## src/rtl/bmg_pkg.sv

```systemverilog
// shared types, constants and helper functions for the box mirror ghost block
package bmg_pkg;

    localparam int MaxParticlesDef = 1048576;
    localparam int QueueDepth      = 4;
    localparam int Combos          = 27;

    localparam int SideMinus = 0;
    localparam int SideNone  = 1;
    localparam int SidePlus  = 2;

    localparam logic [31:0] BoxLowReset  = 32'hffff_0000;
    localparam logic [31:0] BoxHighReset = 32'h0001_0000;
    localparam logic [15:0] ReachReset   = 16'd512;
    localparam logic [15:0] MinGapReset  = 16'd13;

    typedef enum logic [2:0] {
        CfgBoxLowX  = 3'd0,
        CfgBoxLowY  = 3'd1,
        CfgBoxLowZ  = 3'd2,
        CfgBoxHighX = 3'd3,
        CfgBoxHighY = 3'd4,
        CfgBoxHighZ = 3'd5,
        CfgReach    = 3'd6,
        CfgMinGap   = 3'd7
    } t_cfg_reg;

    typedef struct packed {
        logic [2:0][31:0] box_low;
        logic [2:0][31:0] box_high;
        logic [15:0]      reach;
        logic [15:0]      min_gap;
    } t_cfg;

    typedef struct packed {
        logic [2:0][31:0]    ghost_lo;
        logic [2:0][31:0]    pos;
        logic [2:0][31:0]    ghost_hi;
        logic [30:0]         smoothing_len;
        logic [19:0]         index;
        logic [Combos-1:0]   mask;
    } t_task;

    typedef struct packed {
        logic  valid;
        t_task data;
    } t_q_push;

    typedef struct packed {
        logic  empty;
        t_task data;
    } t_q_head;

    function automatic logic [Combos-1:0] side_mask(input int axis, input int side);
        logic [Combos-1:0] m;
        int s;
        m = '0;
        for (int k = 0; k < Combos; k++) begin
            case (axis)
                0:       s = k / 9;
                1:       s = (k / 3) % 3;
                default: s = k % 3;
            endcase
            m[k] = (s == side);
        end
        return m;
    endfunction

    localparam logic [2:0][Combos-1:0] MinusMask = {
        side_mask(2, SideMinus), side_mask(1, SideMinus), side_mask(0, SideMinus)};
    localparam logic [2:0][Combos-1:0] NoneMask = {
        side_mask(2, SideNone), side_mask(1, SideNone), side_mask(0, SideNone)};
    localparam logic [2:0][Combos-1:0] PlusMask = {
        side_mask(2, SidePlus), side_mask(1, SidePlus), side_mask(0, SidePlus)};

    function automatic logic [31:0] sat32(input logic signed [41:0] v);
        logic [31:0] r;
        if (v > 42'sd2147483647) begin
            r = 32'h7fff_ffff;
        end else if (v < -42'sd2147483648) begin
            r = 32'h8000_0000;
        end else begin
            r = v[31:0];
        end
        return r;
    endfunction

endpackage

```

## src/rtl/bmg_back.sv

```systemverilog
// back end: walks the ghost mask and emits one ghost per cycle while the ghost output is popped
module bmg_back (
    input  logic             i_clk,
    input  logic             i_rst_n,
    input  bmg_pkg::t_q_head i_head,
    output logic             o_q_pop,
    input  logic             pop,
    output logic             empty,
    output logic [31:0]      o_ghost_x,
    output logic [31:0]      o_ghost_y,
    output logic [31:0]      o_ghost_z,
    output logic [30:0]      o_ghost_smoothing_len,
    output logic [19:0]      o_source_index,
    output logic             o_last_ghost
);

    logic                       r_cur_v;
    bmg_pkg::t_task             r_cur;
    logic                       w_emit;
    logic                       w_cur_free;
    logic [bmg_pkg::Combos-1:0] w_pick;
    logic [bmg_pkg::Combos-1:0] w_rest;
    logic [2:0][31:0]           w_coord;

    logic                       r_out_v;
    logic [2:0][31:0]           r_out_coord;
    logic [30:0]                r_out_h;
    logic [19:0]                r_out_idx;
    logic                       r_out_last;

    assign w_emit     = r_cur_v && (!r_out_v || pop);
    assign w_pick     = r_cur.mask & (~r_cur.mask + 1'b1);
    assign w_rest     = r_cur.mask & ~w_pick;
    assign w_cur_free = !r_cur_v || (w_emit && (w_rest == '0));
    assign o_q_pop    = w_cur_free && !i_head.empty;

    always_comb begin
        for (int k = 0; k < 3; k++) begin
            if ((w_pick & bmg_pkg::MinusMask[k]) != '0) begin
                w_coord[k] = r_cur.ghost_lo[k];
            end else if ((w_pick & bmg_pkg::PlusMask[k]) != '0) begin
                w_coord[k] = r_cur.ghost_hi[k];
            end else begin
                w_coord[k] = r_cur.pos[k];
            end
        end
    end

    always_ff @(posedge i_clk) begin
        if (!i_rst_n) begin
            r_cur_v <= 1'b0;
        end else if (o_q_pop) begin
            r_cur_v <= 1'b1;
        end else if (w_emit) begin
            r_cur_v <= (w_rest != '0);
        end
        if (o_q_pop) begin
            r_cur <= i_head.data;
        end else if (w_emit) begin
            r_cur.mask <= w_rest;
        end
    end

    always_ff @(posedge i_clk) begin
        if (!i_rst_n) begin
            r_out_v <= 1'b0;
        end else if (w_emit) begin
            r_out_v <= 1'b1;
        end else if (pop) begin
            r_out_v <= 1'b0;
        end
        if (w_emit) begin
            r_out_coord <= w_coord;
            r_out_h     <= r_cur.smoothing_len;
            r_out_idx   <= r_cur.index;
            r_out_last  <= (w_rest == '0);
        end
    end

    assign empty                 = !r_out_v;
    assign o_ghost_x             = r_out_coord[0];
    assign o_ghost_y             = r_out_coord[1];
    assign o_ghost_z             = r_out_coord[2];
    assign o_ghost_smoothing_len = r_out_h;
    assign o_source_index        = r_out_idx;
    assign o_last_ghost          = r_out_last;

endmodule

```

## config.mk

```make
export PLATFORM = sky130hd
export DESIGN_NAME = bmg_back
export DESIGN_NICKNAME = d
export VERILOG_FILES = /design/src/rtl/bmg_pkg.sv /design/src/rtl/bmg_back.sv
export SDC_FILE = /design/constraint.sdc
export NUM_CORES = 1
export LEC_CHECK = 0
export ABC_CLOCK_PERIOD_IN_PS = 19050
export BUFFER_PORTS_ARGS = -buffer_cell sky130_fd_sc_hd__clkbuf_2
export CORE_ASPECT_RATIO = 0.8
export CORE_MARGIN = 5
export CORE_UTILIZATION = 30
export DETAILED_ROUTE_END_ITERATION = 10
export HOLD_SLACK_MARGIN = 0.02
export PLACE_DENSITY = 0.62
export SLEW_MARGIN = 30
export SYNTH_ARGS = -nofsm -noshare
export SYNTH_HDL_FRONTEND = slang
export SYNTH_SLANG_ARGS = --single-unit
```

## constraint.sdc

```tcl
create_clock -name i_clk -period 19.05 [get_ports i_clk]
set_input_delay 0.9525 -clock i_clk [delete_from_list [all_inputs] [get_ports i_clk]]
set_output_delay 0.9525 -clock i_clk [all_outputs]
set_load 0.01 [all_outputs]
```

== Word level (Yosys, flattened, before mapping) ==
Index checks and enable logic that the tools add are counted.

* Register bits after elaboration: 516
* Input bits: 370
* Output and inout bits: 150
* Word-level logic and storage cells: 55

* Add/sub/neg operators: 1
* Multiplexer cells: 12
* Bitwise logic cells: 4
* Reduce and logical (&&, ||, !) cells: 18

{| class="wikitable"
|+ Operators with widths
! operator !! count
|-
| $mux 32 || 6
|-
| $reduce_bool 27->1 || 7
|-
| $and 27x27->27 || 2
|-
| $mux 27 || 2
|-
| $not 27->27 || 2
|-
| $add 27x1->27 const B || 1
|-
| $logic_not 27->1 || 1
|-
| $mux 1 || 4
|-
| $reduce_bool 2->1 || 2
|-
| $logic_and 1x1->1 || 3
|-
| $logic_not 1->1 || 3
|-
| $logic_or 1x1->1 || 2
|}

== Depth between registers and ports, before layout ==
* Word-level depth: 10
* Depth in mapped cells: 11
* Gate-level depth less buffers: 7

== Least setup slack after synthesis ==
OpenSTA, ideal clock, no wires.

* Kind: input-to-reg
* Start point: input port pop
* End point: register r_out_h[0], in the netlist o_ghost_smoothing_len[0] (enable)
* Setup time: 674 ps
* Arrival: 7568 ps
* Data required time: 18376 ps
* Setup slack: 10808 ps
* Stages on the path: 2
* Path buffers: 0
* Cell sequence: nor2_1 -> nor2b_1

* Longest elaborated chain between the ends: 2

{| class="wikitable"
|+ RTL lines
! item !! line !! source
|-
| from (decl) || bmg_back.sv:7 || <nowiki>input logic pop,</nowiki>
|-
| $logic_or 1x1->1 || bmg_back.sv:31 || <nowiki>assign w_emit = r_cur_v && (!r_out_v || pop);</nowiki>
|-
| $logic_and 1x1->1 || bmg_back.sv:31 ||
|-
| net w_emit || bmg_back.sv:19 || <nowiki>logic w_emit;</nowiki>
|-
| to (signal assigned) || bmg_back.sv:74 || <nowiki>r_out_h <= r_cur.smoothing_len;</nowiki>
|-
| to (decl) || bmg_back.sv:27 || <nowiki>logic [30:0] r_out_h;</nowiki>
|}

The timed path passes the listed nets, and every way through them passes these cells.
A chain may end at the register's enable or synchronous reset.

== Worst setup path after layout ==
* Start point: register r_cur[10] (netlist name)
* End point: register r_cur[164] (netlist name) (enable)

* Longest elaborated chain between the ends: 9

{| class="wikitable"
|+ RTL lines
! item !! line !! source
|-
| from (decl) || bmg_back.sv:18 || <nowiki>bmg_pkg::t_task r_cur;</nowiki>
|-
| from (signal assigned) || bmg_back.sv:58 || <nowiki>r_cur <= i_head.data;</nowiki>
|-
| $not 27->27 || bmg_back.sv:32 || <nowiki>assign w_pick = r_cur.mask & (~r_cur.mask + 1'b1);</nowiki>
|-
| $add 27x1->27 || bmg_back.sv:32 ||
|-
| $and 27x27->27 || bmg_back.sv:32 ||
|-
| $not 27->27 || bmg_back.sv:33 || <nowiki>assign w_rest = r_cur.mask & ~w_pick;</nowiki>
|-
| $and 27x27->27 (*) || bmg_back.sv:33 ||
|-
| $logic_not 27->1 (*) || bmg_back.sv:34 || <nowiki>assign w_cur_free = !r_cur_v || (w_emit && (w_rest == '0));</nowiki>
|-
| $logic_and 1x1->1 (*) || bmg_back.sv:34 ||
|-
| $logic_or 1x1->1 (*) || bmg_back.sv:34 ||
|-
| $logic_and 1x1->1 (*) || bmg_back.sv:35 || <nowiki>assign o_q_pop = w_cur_free && !i_head.empty;</nowiki>
|}

Every way passes the cells marked *; elsewhere a longest branch is shown, timed or not.

==> results.ini <==
[outcome]
status = finished, final reports clean

[routing]
vias = 11228
routed_wl_um = 48700
wl_per_cell_um = 19.7
drt_iter0_drc = 730
antenna_left = 0
viasPerCell = 4.53
drt_drc_violations_left = 0
first_pass_iters = 5

[clock_tree]
clockRootBuffer = clkbuf_16
insertion_delay_ns = 0.59
clk_pin_slew_ns = 0.06
postCtsHoldBufs = 0
cts_max_level = 2
post_cts_buffers = 0
clock_path_buffers = 3
ctsResizeCount = 0
cts_buffers = 53
cts_sinks = 516
cts_tree = built

[synthesis]
ys_types = 53
postSynthCellCount = 1062
synth_edf_count = 514
syn_avg_cell_area_sq_um = 17.6
yosysWarnings = 0
ys_ff_latch = 516
syn_area_sq_mm = 0.0187
ys.flop_type = edfxtp_1
synth_async_sr_flop_share_pct = 0
ys_seq_area_share_pct = 83.0
synth_nets = 1432

[worst_setup_path]
crit_path_frequent_cell = buf_4
r2r_slack_ns = 13.94
required_ns = 19.25
worstPathArrival_ns = 5.31
start_kind = flop
ff2ff_path_depth = 9
worst-path-max-fanout = 73
worstReg2RegStart = r_cur[10]
cp_slowest_cell = buf_4
crit_start = r_cur[10]
r2r_end = r_cur[164]
path_cells = nor4_1, nand4b_1, or2_1, a211oi_1, nand4_1, o41ai_4, buf_4, buf_12, buf_4
cpPeakStageDelay_ns = 0.74
worst-setup-path-type = reg -> reg
cp-end-kind = flop

[die]
ios = 520
core-area_sq_mm = 0.0613
initial_core_util_pct = 30.4
fp.dieW_um = 289
num_rows = 81
die-area_sq_mm = 0.0673
die_h_um = 233

[final_layout]
drive_above_1_share_pct = 37.9
fin_area_sq_mm = 0.0240
n_fill_cell = 5745
multi_input_area_sq_mm = 0.00300
fin_nets = 1972
area_growth_pct = 28.7
seq_area_sq_mm = 0.0155

[sta]
drv_slew = 0
setup_viol = 0
fin_crit_sh_pct = 26.8
slew_headroom_pct = 38.6
worst_slew_pin_slew_ns = 0.921
fmax_ghz = 0.196
hold_viol_final = 0
setup_tns_ns = 0
fin_worst_skew_ns = 0.0204
post-route-min-period_ns = 5.11
rsz0062_at_grt = false
hold_ws_ns = 0.417

[grt]
grt_pass1_vias = 11799
overflow = 0
grt_usage_pct = 13.8
grt_antenna_before_repair = 3
grt_pass1_wl_um = 71200
grt_max_degree = 178

[min_path]
holdPathEnd = o_ghost_smoothing_len[18]
min_path_type = reg -> reg
hold_depth = 0
hp-start = r_cur[65]

[place]
hpwl_um = 33600
gp_congestion = 0.874
place_area_sq_mm = 0.0222
io_buffers = 519

[pwr]
power_mw = 2.63
power_density_mw_per_mm2 = 110
vdd_ir_drop_max_mv = 0.0722
cellLeakagePower_nw = 9.37

[flow_run]
max-cap-violations = 0

[how the worst max path moves through the flow]
stage	endpoint	slack, ns	cells after the start
detailed placement	r_cur[30]	13.66	9
finish	r_cur[164]	13.94	9
global placement	r_cur[30]	13.88	9
CTS	r_cur[260]	13.65	9
global route	r_cur[260]	13.70	9
floorplan	o_ghost_smoothing_len[0]	10.81	2
[routing by layer]
metal / up-vias / track usage, % / part of all wire, %
li1: 5217 / - / -
met1: 5535 / 17.7 / 41
met2: 393 / 23.3 / 50
met3: 79 / 3.69 / 7.2
met4: 4 / 3.73 / 2.2
met5: - / 0 / 0.053
[state kept, by name, summed over array words and instances, names as in the netlist]
| signal | cells |
|---|---|
| o_ghost_z | 32 |
| o_ghost_x | 32 |
| o_ghost_y | 32 |
| r_cur | 366 |
| o_source_index | 20 |
| o_ghost_smoothing_len | 31 |
| r_out_v | 1 |
| r_cur_v | 1 |
| o_last_ghost | 1 |
[cell type report]
type                       instances  share of cell area (%)
multi-input combinational        495                    12.5
sequential                       516                    64.5
timing repair buffer             532                    11.4
clock buffer                      64                    5.87
antenna                            1                  0.0104
inverter                           4                  0.0626
clock inverter                    34                    1.37
tap                              830                    4.33
[power by group]
group	switching, mW	leakage, nW	total, mW	internal [mW]
clock network	0.429	0.844	1.04	0.608
logic	0.135	3.60	0.219	0.0838
registers	0.0306	4.92	1.38	1.35
total	0.594	9.37	2.63	2.04
[synth_stat cells, types with 5 or more instances]
cell type	instances	area [sq um]
edfxtp_1	514	15400
nand2_1	108	405
o21ai_0	71	355
mux2i_1	65	651
nor2_1	62	233
a21oi_1	38	190
clkbuf_1	36	135
o211ai_1	32	240
a21o_1	23	173
and3_1	10	62.6
nor3_1	8	40.0
buf_2	7	35.0
o31ai_1	7	52.6
nor4_1	6	37.5
or3_1	5	31.3
[cells in the final DEF, fill, tap and decap left out, types with 3 or more instances in the layout]
cell type     n
nand2_1     108
o31ai_1       7
o211ai_1     32
buf_4        10
nor3_1        8
a21o_1       23
nor2_1       61
inv_1         4
or3_1         4
nor3b_1       4
nor4_1        5
clkinvlp_4    3
clkinv_2      8
clkbuf_2    519
edfxtp_1    514
nand4_1       4
and3_1       10
bufinv_16     6
or2_2         4
a21oi_1      38
o311a_1       4
o21ai_0      71
clkbuf_1      9
clkinv_1     13
nand3_1       3
a211oi_1      4
mux2i_1      64
o2bb2ai_1     4
clkbuf_16    55
[worst max-delay path, delay by kind of cell, from the launching register on]
family / cells / cell delay [ns]
flip-flops: 1 / 0.46
AO/OA/AOI/OAI: 2 / 0.63
buffers and inverters: 3 / 1.65
AND/OR/NAND/NOR: 4 / 1.83
[kinds of logic after synthesis]
logic type,Yosys count,synth area share [%]
DFF,516,83.0
and+or+nand+nor,227,5.34
AOI/OAI and AO/OA,203,7.05
muxes,65,3.49
buffers and inverters,51,1.16
[stage by stage]
step	std cells	setup slack, ns	utilization, %
3_3_place_gp	2376	13.88	36.2
3_5_place_dp	2376	13.66	36.3
2_1_floorplan	1062	10.81	-
6_report	2476	13.94	39.1
4_1_cts	2474	13.65	39.1
5_1_grt	2476	13.70	39.1
Note: power is estimated with default switching activity, not from simulation.
