===== src/rtl/bmg_pkg.sv =====
// shared types, constants and helper functions for the box mirror ghost block
package bmg_pkg;

    localparam int MaxParticlesDef = 1048576;
    localparam int QueueDepth      = 4;
    localparam int Combos          = 27;

    localparam int SideMinus = 0;
    localparam int SideNone  = 1;
    localparam int SidePlus  = 2;

    localparam logic [31:0] BoxLowReset  = 32'hffff_0000;
    localparam logic [31:0] BoxHighReset = 32'h0001_0000;
    localparam logic [15:0] ReachReset   = 16'd512;
    localparam logic [15:0] MinGapReset  = 16'd13;

    typedef enum logic [2:0] {
        CfgBoxLowX  = 3'd0,
        CfgBoxLowY  = 3'd1,
        CfgBoxLowZ  = 3'd2,
        CfgBoxHighX = 3'd3,
        CfgBoxHighY = 3'd4,
        CfgBoxHighZ = 3'd5,
        CfgReach    = 3'd6,
        CfgMinGap   = 3'd7
    } t_cfg_reg;

    typedef struct packed {
        logic [2:0][31:0] box_low;
        logic [2:0][31:0] box_high;
        logic [15:0]      reach;
        logic [15:0]      min_gap;
    } t_cfg;

    typedef struct packed {
        logic [2:0][31:0]    ghost_lo;
        logic [2:0][31:0]    pos;
        logic [2:0][31:0]    ghost_hi;
        logic [30:0]         smoothing_len;
        logic [19:0]         index;
        logic [Combos-1:0]   mask;
    } t_task;

    typedef struct packed {
        logic  valid;
        t_task data;
    } t_q_push;

    typedef struct packed {
        logic  empty;
        t_task data;
    } t_q_head;

    function automatic logic [Combos-1:0] side_mask(input int axis, input int side);
        logic [Combos-1:0] m;
        int s;
        m = '0;
        for (int k = 0; k < Combos; k++) begin
            case (axis)
                0:       s = k / 9;
                1:       s = (k / 3) % 3;
                default: s = k % 3;
            endcase
            m[k] = (s == side);
        end
        return m;
    endfunction

    localparam logic [2:0][Combos-1:0] MinusMask = {
        side_mask(2, SideMinus), side_mask(1, SideMinus), side_mask(0, SideMinus)};
    localparam logic [2:0][Combos-1:0] NoneMask = {
        side_mask(2, SideNone), side_mask(1, SideNone), side_mask(0, SideNone)};
    localparam logic [2:0][Combos-1:0] PlusMask = {
        side_mask(2, SidePlus), side_mask(1, SidePlus), side_mask(0, SidePlus)};

    function automatic logic [31:0] sat32(input logic signed [41:0] v);
        logic [31:0] r;
        if (v > 42'sd2147483647) begin
            r = 32'h7fff_ffff;
        end else if (v < -42'sd2147483648) begin
            r = 32'h8000_0000;
        end else begin
            r = v[31:0];
        end
        return r;
    endfunction

endpackage


===== src/rtl/bmg_front.sv =====
// front end: accepts particles, checks the box, builds the ghost mask and candidates
module bmg_front #(
    parameter int MAX_PARTICLES = bmg_pkg::MaxParticlesDef
) (
    input  logic             i_clk,
    input  logic             i_rst_n,
    input  bmg_pkg::t_cfg    i_cfg,
    input  logic             push,
    output logic             full,
    input  logic [31:0]      i_pos_x,
    input  logic [31:0]      i_pos_y,
    input  logic [31:0]      i_pos_z,
    input  logic [30:0]      i_smoothing_len,
    input  logic [19:0]      i_particle_index,
    input  logic             i_q_pop,
    output bmg_pkg::t_q_push o_q_push
);

    localparam int OccW = $clog2(bmg_pkg::QueueDepth + 1);

    logic              w_accept;
    logic [2:0][31:0]  w_in_pos;
    logic [2:0][32:0]  w_dlo;
    logic [2:0][32:0]  w_dhi;
    logic [2:0]        w_inside;
    logic              w_idx_ok;

    logic              r_s1_v;
    logic              r_s1_ok;
    logic [46:0]       r_s1_gap_prod;
    logic [46:0]       r_s1_reach;
    logic [2:0][31:0]  r_s1_dlo;
    logic [2:0][31:0]  r_s1_dhi;
    logic [2:0][31:0]  r_s1_pos;
    logic [30:0]       r_s1_h;
    logic [19:0]       r_s1_idx;

    logic [38:0]       w_gap;
    logic [2:0][38:0]  n_s2_dlo;
    logic [2:0][38:0]  n_s2_dhi;

    logic              r_s2_v;
    logic              r_s2_ok;
    logic [46:0]       r_s2_reach;
    logic [2:0][38:0]  r_s2_dlo;
    logic [2:0][38:0]  r_s2_dhi;
    logic [2:0][31:0]  r_s2_pos;
    logic [30:0]       r_s2_h;
    logic [19:0]       r_s2_idx;

    logic [2:0]                         w_pass_lo;
    logic [2:0]                         w_pass_hi;
    logic [2:0]                         w_nz_lo;
    logic [2:0]                         w_nz_hi;
    logic                               w_reach_nz;
    logic [bmg_pkg::Combos-1:0]         w_keep;
    logic [bmg_pkg::Combos-1:0]         w_nz;
    logic [bmg_pkg::Combos-1:0]         w_mask;
    logic                               w_drop;

    logic [OccW-1:0]   r_occ;
    logic [OccW-1:0]   n_occ;

    assign w_accept = push && !full;
    assign full     = (r_occ == OccW'(bmg_pkg::QueueDepth));
    assign w_in_pos = {i_pos_z, i_pos_y, i_pos_x};
    assign w_idx_ok = ({12'd0, i_particle_index} < 32'(MAX_PARTICLES));

    always_comb begin
        for (int k = 0; k < 3; k++) begin
            w_dlo[k]    = {w_in_pos[k][31], w_in_pos[k]}
                        - {i_cfg.box_low[k][31], i_cfg.box_low[k]};
            w_dhi[k]    = {i_cfg.box_high[k][31], i_cfg.box_high[k]}
                        - {w_in_pos[k][31], w_in_pos[k]};
            w_inside[k] = !w_dlo[k][32] && !w_dhi[k][32];
        end
    end

    // stage 1: products, face distances, box check
    always_ff @(posedge i_clk) begin
        if (!i_rst_n) begin
            r_s1_v <= 1'b0;
        end else begin
            r_s1_v <= w_accept;
        end
        if (w_accept) begin
            r_s1_ok       <= w_idx_ok && (&w_inside);
            r_s1_gap_prod <= {31'd0, i_cfg.min_gap} * {16'd0, i_smoothing_len};
            r_s1_reach    <= {31'd0, i_cfg.reach} * {16'd0, i_smoothing_len};
            for (int k = 0; k < 3; k++) begin
                r_s1_dlo[k] <= w_dlo[k][31:0];
                r_s1_dhi[k] <= w_dhi[k][31:0];
            end
            r_s1_pos <= w_in_pos;
            r_s1_h   <= i_smoothing_len;
            r_s1_idx <= i_particle_index;
        end
    end

    // stage 2: floor distances at the minimum gap
    assign w_gap = r_s1_gap_prod[46:8];

    always_comb begin
        for (int k = 0; k < 3; k++) begin
            n_s2_dlo[k] = ({7'd0, r_s1_dlo[k]} < w_gap) ? w_gap : {7'd0, r_s1_dlo[k]};
            n_s2_dhi[k] = ({7'd0, r_s1_dhi[k]} < w_gap) ? w_gap : {7'd0, r_s1_dhi[k]};
        end
    end

    always_ff @(posedge i_clk) begin
        if (!i_rst_n) begin
            r_s2_v <= 1'b0;
        end else begin
            r_s2_v <= r_s1_v;
        end
        if (r_s1_v) begin
            r_s2_ok    <= r_s1_ok;
            r_s2_reach <= r_s1_reach;
            r_s2_dlo   <= n_s2_dlo;
            r_s2_dhi   <= n_s2_dhi;
            r_s2_pos   <= r_s1_pos;
            r_s2_h     <= r_s1_h;
            r_s2_idx   <= r_s1_idx;
        end
    end

    // reach tests, combination mask and ghost candidates
    assign w_reach_nz = (r_s2_reach != '0);

    always_comb begin
        w_keep = '1;
        w_nz   = '0;
        for (int k = 0; k < 3; k++) begin
            w_pass_lo[k] = ({r_s2_dlo[k], 8'd0} < r_s2_reach);
            w_pass_hi[k] = ({r_s2_dhi[k], 8'd0} < r_s2_reach);
            w_nz_lo[k]   = (r_s2_dlo[k] != '0);
            w_nz_hi[k]   = (r_s2_dhi[k] != '0);
            w_keep = w_keep & ((bmg_pkg::MinusMask[k] & {bmg_pkg::Combos{w_pass_lo[k]}})
                             | (bmg_pkg::NoneMask[k]  & {bmg_pkg::Combos{w_reach_nz}})
                             | (bmg_pkg::PlusMask[k]  & {bmg_pkg::Combos{w_pass_hi[k]}}));
            w_nz   = w_nz   | (bmg_pkg::MinusMask[k] & {bmg_pkg::Combos{w_nz_lo[k]}})
                            | (bmg_pkg::PlusMask[k]  & {bmg_pkg::Combos{w_nz_hi[k]}});
        end
        w_mask = w_keep & w_nz & {bmg_pkg::Combos{r_s2_ok}};
    end

    always_comb begin
        for (int k = 0; k < 3; k++) begin
            o_q_push.data.ghost_lo[k] = bmg_pkg::sat32(
                $signed({{10{r_s2_pos[k][31]}}, r_s2_pos[k]})
                - $signed({2'b00, r_s2_dlo[k], 1'b0}));
            o_q_push.data.ghost_hi[k] = bmg_pkg::sat32(
                $signed({{10{r_s2_pos[k][31]}}, r_s2_pos[k]})
                + $signed({2'b00, r_s2_dhi[k], 1'b0}));
        end
        o_q_push.data.pos           = r_s2_pos;
        o_q_push.data.smoothing_len = r_s2_h;
        o_q_push.data.index         = r_s2_idx;
        o_q_push.data.mask          = w_mask;
        o_q_push.valid              = r_s2_v && (w_mask != '0);
    end

    assign w_drop = r_s2_v && (w_mask == '0);

    // items in flight plus queued items, bounded by the queue depth
    assign n_occ = r_occ + OccW'(w_accept) - OccW'(i_q_pop) - OccW'(w_drop);

    always_ff @(posedge i_clk) begin
        if (!i_rst_n) begin
            r_occ <= '0;
        end else begin
            r_occ <= n_occ;
        end
    end

endmodule


===== config.mk =====
export PLATFORM = sky130hd
export DESIGN_NAME = bmg_front
export DESIGN_NICKNAME = d
export VERILOG_FILES = /design/src/rtl/bmg_pkg.sv /design/src/rtl/bmg_front.sv
export SDC_FILE = /design/constraint.sdc
export NUM_CORES = 2
export LEC_CHECK = 0
export BUFFER_PORTS_ARGS = -buffer_cell sky130_fd_sc_hd__buf_4
export CAP_MARGIN = 20
export CORE_UTILIZATION = 55
export CTS_BUF_LIST = sky130_fd_sc_hd__clkbuf_4 sky130_fd_sc_hd__clkbuf_8 sky130_fd_sc_hd__clkbuf_16
export CTS_CLUSTER_DIAMETER = 80
export DETAILED_ROUTE_END_ITERATION = 10
export PLACE_DENSITY = 0.82
export SLEW_MARGIN = 20
export SYNTH_ARGS = -nofsm -noshare
export SYNTH_HDL_FRONTEND = slang
export SYNTH_SLANG_ARGS = --single-unit

===== constraint.sdc =====
create_clock -name i_clk -period 36.7 [get_ports i_clk]
set_input_delay 7.34 -clock i_clk [delete_from_list [all_inputs] [get_ports i_clk]]
set_output_delay 7.34 -clock i_clk [all_outputs]
set_load 0.005 [all_outputs]

## Yosys cells after proc, flatten, opt, wreduce, memory -nomap -nowiden

Index checks and enable logic that the tools add are counted.

| storage, ports and cells | value |
|---|---|
| register bits after elaboration | 868 |
| input bits | 375 |
| output and inout port bits | 368 |
| logic and storage cells | 134 |

| cells by class | value |
|---|---|
| add/sub/neg operators | 15 |
| multipliers | 2 |
| $lt $le $gt $ge | 24 |
| equal/unequal tests | 1 |
| multiplexer cells | 18 |
| bitwise logic cells | 15 |
| reduce and logical (&&, ||, !) cells | 23 |

Operators with widths:

| kind | number |
|---|---|
| 2-to-1 mux 32 bit | 18 |
| < comparator 47 bit | 6 |
| > comparator 42 x 32 -> 1 bit (second input constant) | 6 |
| < comparator 42 x 32 -> 1 bit (second input constant) | 6 |
| < comparator 32 x 39 -> 1 bit | 6 |
| nonzero test 39 bit | 6 |
| subtractor 32 x 32 -> 33 bit | 6 |
| adder 32 x 41 -> 42 bit | 3 |
| subtractor 32 x 41 -> 42 bit | 3 |
| AND 27 bit | 4 |
| multiplier 16 x 31 -> 47 bit | 2 |
| bitwise OR 27 bit | 2 |
| nonzero test 47 bit | 1 |
| logical NOT 27 bit | 1 |
| bitwise OR 18 x 27 -> 27 bit | 1 |
| bitwise OR 24 x 27 -> 27 bit | 1 |
| bitwise OR 26 x 27 -> 27 bit | 1 |
| bitwise OR 27 x 21 -> 27 bit | 1 |
| bitwise OR 27 x 25 -> 27 bit | 1 |
| bitwise OR 9 x 27 -> 27 bit | 1 |
| nonzero test 27 bit | 1 |
| bitwise OR 25 x 26 -> 26 bit | 1 |
| bitwise OR 21 x 24 -> 24 bit | 1 |
| bitwise OR 9 x 18 -> 18 bit | 1 |
| 6 further kinds | 18 |

## Depth between registers and ports, before layout

| logic depth | value |
|---|---|
| word-level depth | 11 |
| gate-level depth with buffers | 28 |
| depth with buffers taken out | 27 |

## Worst setup path before layout

No wires, ideal clock.

| timing | value |
|---|---|
| path kind | input to register |
| from | input push |
| to | register r_occ[2] |
| data arrival time | 29.012 ns |
| slack | 7.573 ns |
| stages on the path | 9 |
| buffers on the path | 0 |
| path through | nor2b_1 -> inv_1 -> fa_1 -> ha_1 -> inv_1 -> ha_1 -> xnor2_1 -> xnor2_1 -> and2_1 |

| on the way | value |
|---|---|
| longest elaborated chain between the ends | 4 |

Ends and longest elaborated chain:

| element | RTL line | text |
|---|---|---|
| start, declared | bmg_front.sv:8 | `input logic push,` |
| logical AND 1 bit | bmg_front.sv:64 | `assign w_accept = push && !full;` |
| adder 3 x 1 -> 3 bit | bmg_front.sv:166 | `assign n_occ = r_occ + OccW'(w_accept) - OccW'(i_q_pop) - OccW'(w_drop);` |
| subtractor 3 x 1 -> 3 bit (2 in series) | bmg_front.sv:166 |  |
| end signal, assigned | bmg_front.sv:172 | `r_occ <= n_occ;` |
| end, declared | bmg_front.sv:61 | `logic [OccW-1:0] r_occ;` |

Every way passes these cells.
A chain may end at the register's enable or synchronous reset.

==> impl_metrics.ini <==
[run_status]
run_status = finished, final reports clean

[global_routing]
grt_pass1_wl_um = 483000
gr-total-overflow = 0
grt_pass1_vias = 77105
grt_max_degree = 159
grt_antenna_before_repair = 22
track_usage = 0.387

[die]
start_util = 0.553
rows = 150
coreArea_mm2 = 0.167
ios = 743
die_w_um = 412
die_area_mm2 = 0.170
dieHeight_um = 412

[logic_synthesis]
synth_async_sr_flop_share = 0
yosys.area.top_type = edfxtp_1
yosys_register_bits = 860
synth_warnings = 0
synthesis.area_mm2 = 0.0924
synthTopCellsByArea = edfxtp_1, fa_1, ha_1
ys.flop_type = edfxtp_1
syn_inst = 9431
yosysTopAreaCellShare = 0.278
synth-edff-count = 855
ys_seq_area_frac = 0.279
synth_fp_nets = 11716
yosysUniqueCellTypes = 92
syn_area_per_cell_um2 = 9.80

[finish]
layout_commonest_cell = inv_1
syn_to_final_growth_pct = 12.4
fillerInstances = 13736
fin_nets = 12312
fin_util = 0.622
drive_above_1_share = 0.126
most-common-layout-cells = inv_1, ha_1, edfxtp_1

[cts]
cts_buffers = 105
cts_max_level = 3
clock_path_buffers = 3
cts_root_buf = clkbuf_16
postCtsHoldBufs = 0
cts.sinks = 860
clkTransAtPathRegs_ns = 0.06
postCtsSetupBuffers = 0
ctsResizeCount = 0
cts_tree = done
clk_latency_ns = 0.80

[setup_path]
crit_top_cell = o21ai_0
crit_required_ns = 29.36
r2r_start = r_s2_reach[8]
path_max_fanout = 31
path_cells = ha_1 > inv_1 > fa_1 > a21oi_1 > o21ai_0 > nand4_1 > a211oi_1 > nand2b_1 > o221ai_1 > o21ai_0 > xor2_1 > or4_1 > or4_1 > nor4_1 > a41o_1 > buf_4 > o21ai_0 > buf_4
slowest_delay_ns = 0.75
reg2reg_to = r_occ[2]
r2r_slack_ns = 29.92
end_kind = output port
slowest_stage = a211oi_1
cp-start-kind = flop
path_class = reg -> out
worstPathArrival_ns = 7.21
r2r_cells = 21

[detailed_routing]
drt-total-wl_um = 332000
ant_nets = 0
viasPerCell = 6.12
vias = 75350
drt_first_pass_iters = 8
first_iter_violations = 6932
drc = 0
wire_per_inst_um = 26.9

[power_and_ir_drop]
peakVddDrop_mv = 0.121
p_per_area_mw_per_mm2 = 90.1
leakagePower_nw = 48.4

[job]
drv_cap = 0

[timing]
worstMarginPinSlew_ns = 1.24
tns_ns = 0
setup_viol = 0
maxClockFrequency_mhz = 68.7
relSlewSlack = 0.165
period_needed_ns = 14.55
finalMaxSlewViolations = 0
finClkSkew_ns = 0.0601
rsz0062_at_grt = no
hold_viol = 0
whs_ns = 0.406
post-route-period-util = 0.396

[placement]
hpwlAfterDp_um = 269000
io_buffers = 741
place.gp.congestion = 1.04

[hold_path]
whs_path_depth = 0
holdCritPathClass = reg -> reg
worstHoldStart = r_s1_reach[17]
hold_path_end = r_s2_reach[17]
how the worst max path moves through the flow:
stage / slack (ns) / endpoint / start / cells after the start
after detailed placement: 21.86 / r_s1_reach[44] / i_smoothing_len[12] / 23
after global placement: 21.93 / r_s1_reach[44] / i_smoothing_len[12] / 23
after global routing: 22.05 / o_q_push[320] / r_s2_dlo[39] / 18
after CTS: 22.23 / o_q_push[313] / r_s2_dlo[39] / 18
after floorplan: 7.57 / r_occ[2] / push / 9
final: 22.15 / o_q_push[313] / r_s2_dlo[39] / 18
stage by stage:
step	cell area [um^2]	std cells	setup WS, ns	total power [mW]
after floorplan	92400	9431	7.57	6.19
after global placement	100000	12124	21.93	7.89
after detailed placement	100000	12124	21.86	8.10
after CTS	104000	12315	22.23	9.27
after global routing	104000	12316	22.05	10.1
final	104000	12320	22.15	9.36
flip-flops by register name, indices dropped and copies added, names as in the netlist, 39 cells and up:
| signal | flops |
|---|---|
| r_s1_gap_prod | 39 |
| r_s1_reach | 47 |
| r_s2_dlo | 117 |
| r_s2_dhi | 117 |
| r_s1_dlo | 96 |
| o_q_push | 96 |
| r_s1_pos | 96 |
| r_s2_reach | 47 |
| r_s1_dhi | 96 |
power breakdown:
part           internal (mW)  switching [mW]  leakage [nW]
Combinational           2.54            3.81          38.5
Clock                  0.653           0.470          1.78
Sequential              1.62           0.273          8.18
worst max-delay path, delay by kind of cell (launching register included):
kind,cells,cell delay [ns]
buf+inv,3,0.74
flops,1,0.51
simple gates,5,1.86
xor+xnor,1,0.20
compound gates,7,2.59
fa+ha+maj,2,0.45
kinds of logic after synthesis:
logic type	Yosys count	synth area share
simple gates	2427	0.131
fa+ha+maj	1910	0.325
compound gates	1843	0.128
buf+inv	1759	0.0719
flops	860	0.279
xor+xnor	435	0.0412
mux	196	0.0238
other cells	1	0.0000406
cell type report:
class | instances | area [um^2] | area share
timing repair buffer | 816 | 6140 | 0.0591
tap | 2204 | 2760 | 0.0265
inverter | 1432 | 5380 | 0.0517
antenna | 5 | 12.5 | 0.000120
multi-input combinational | 6812 | 60100 | 0.579
clock inverter | 70 | 936 | 0.00901
sequential | 860 | 25800 | 0.248
clock buffer | 121 | 2770 | 0.0266
routing by layer:
| layer | vias to the layer above | wire (um) | GRT usage |
|---|---|---|---|
| met5 | - | 109 | 0 |
| met4 | 14 | 23200 | 0.235 |
| met3 | 800 | 31400 | 0.0782 |
| met2 | 3752 | 154000 | 0.635 |
| met1 | 37419 | 123000 | 0.469 |
| li1 | 33365 | - | - |
synth_stat cells, types with 10 or more instances:
| master | count |
|---|---|
| a31oi_1 | 55 |
| a21boi_0 | 22 |
| o21ai_0 | 389 |
| buf_2 | 12 |
| a211oi_1 | 45 |
| a21o_1 | 355 |
| o21bai_1 | 54 |
| a41oi_1 | 12 |
| fa_1 | 820 |
| o22ai_1 | 11 |
| nand2b_1 | 103 |
| nand4_1 | 138 |
| clkbuf_1 | 311 |
| nand3_1 | 118 |
| mux2_2 | 193 |
| nor3_1 | 108 |
| or3_1 | 26 |
| nand2_1 | 832 |
| and4_1 | 12 |
| o21a_1 | 98 |
| xnor2_1 | 279 |
| nor3b_1 | 10 |
| a31o_2 | 12 |
| o31ai_1 | 27 |
| and3_1 | 45 |
| xor2_1 | 156 |
| inv_1 | 1429 |
| a21oi_1 | 483 |
| o31a_1 | 14 |
| o221ai_1 | 11 |
| o211ai_1 | 37 |
| a221oi_1 | 19 |
| and2_1 | 449 |
| o21ai_1 | 72 |
| a2111oi_0 | 11 |
| edfxtp_1 | 855 |
| nor2_1 | 334 |
| nor2b_1 | 112 |
| nor4_1 | 88 |
| a211o_1 | 17 |
| or2_2 | 22 |
| ha_1 | 1090 |
Power figures use the tool's default switching activity.
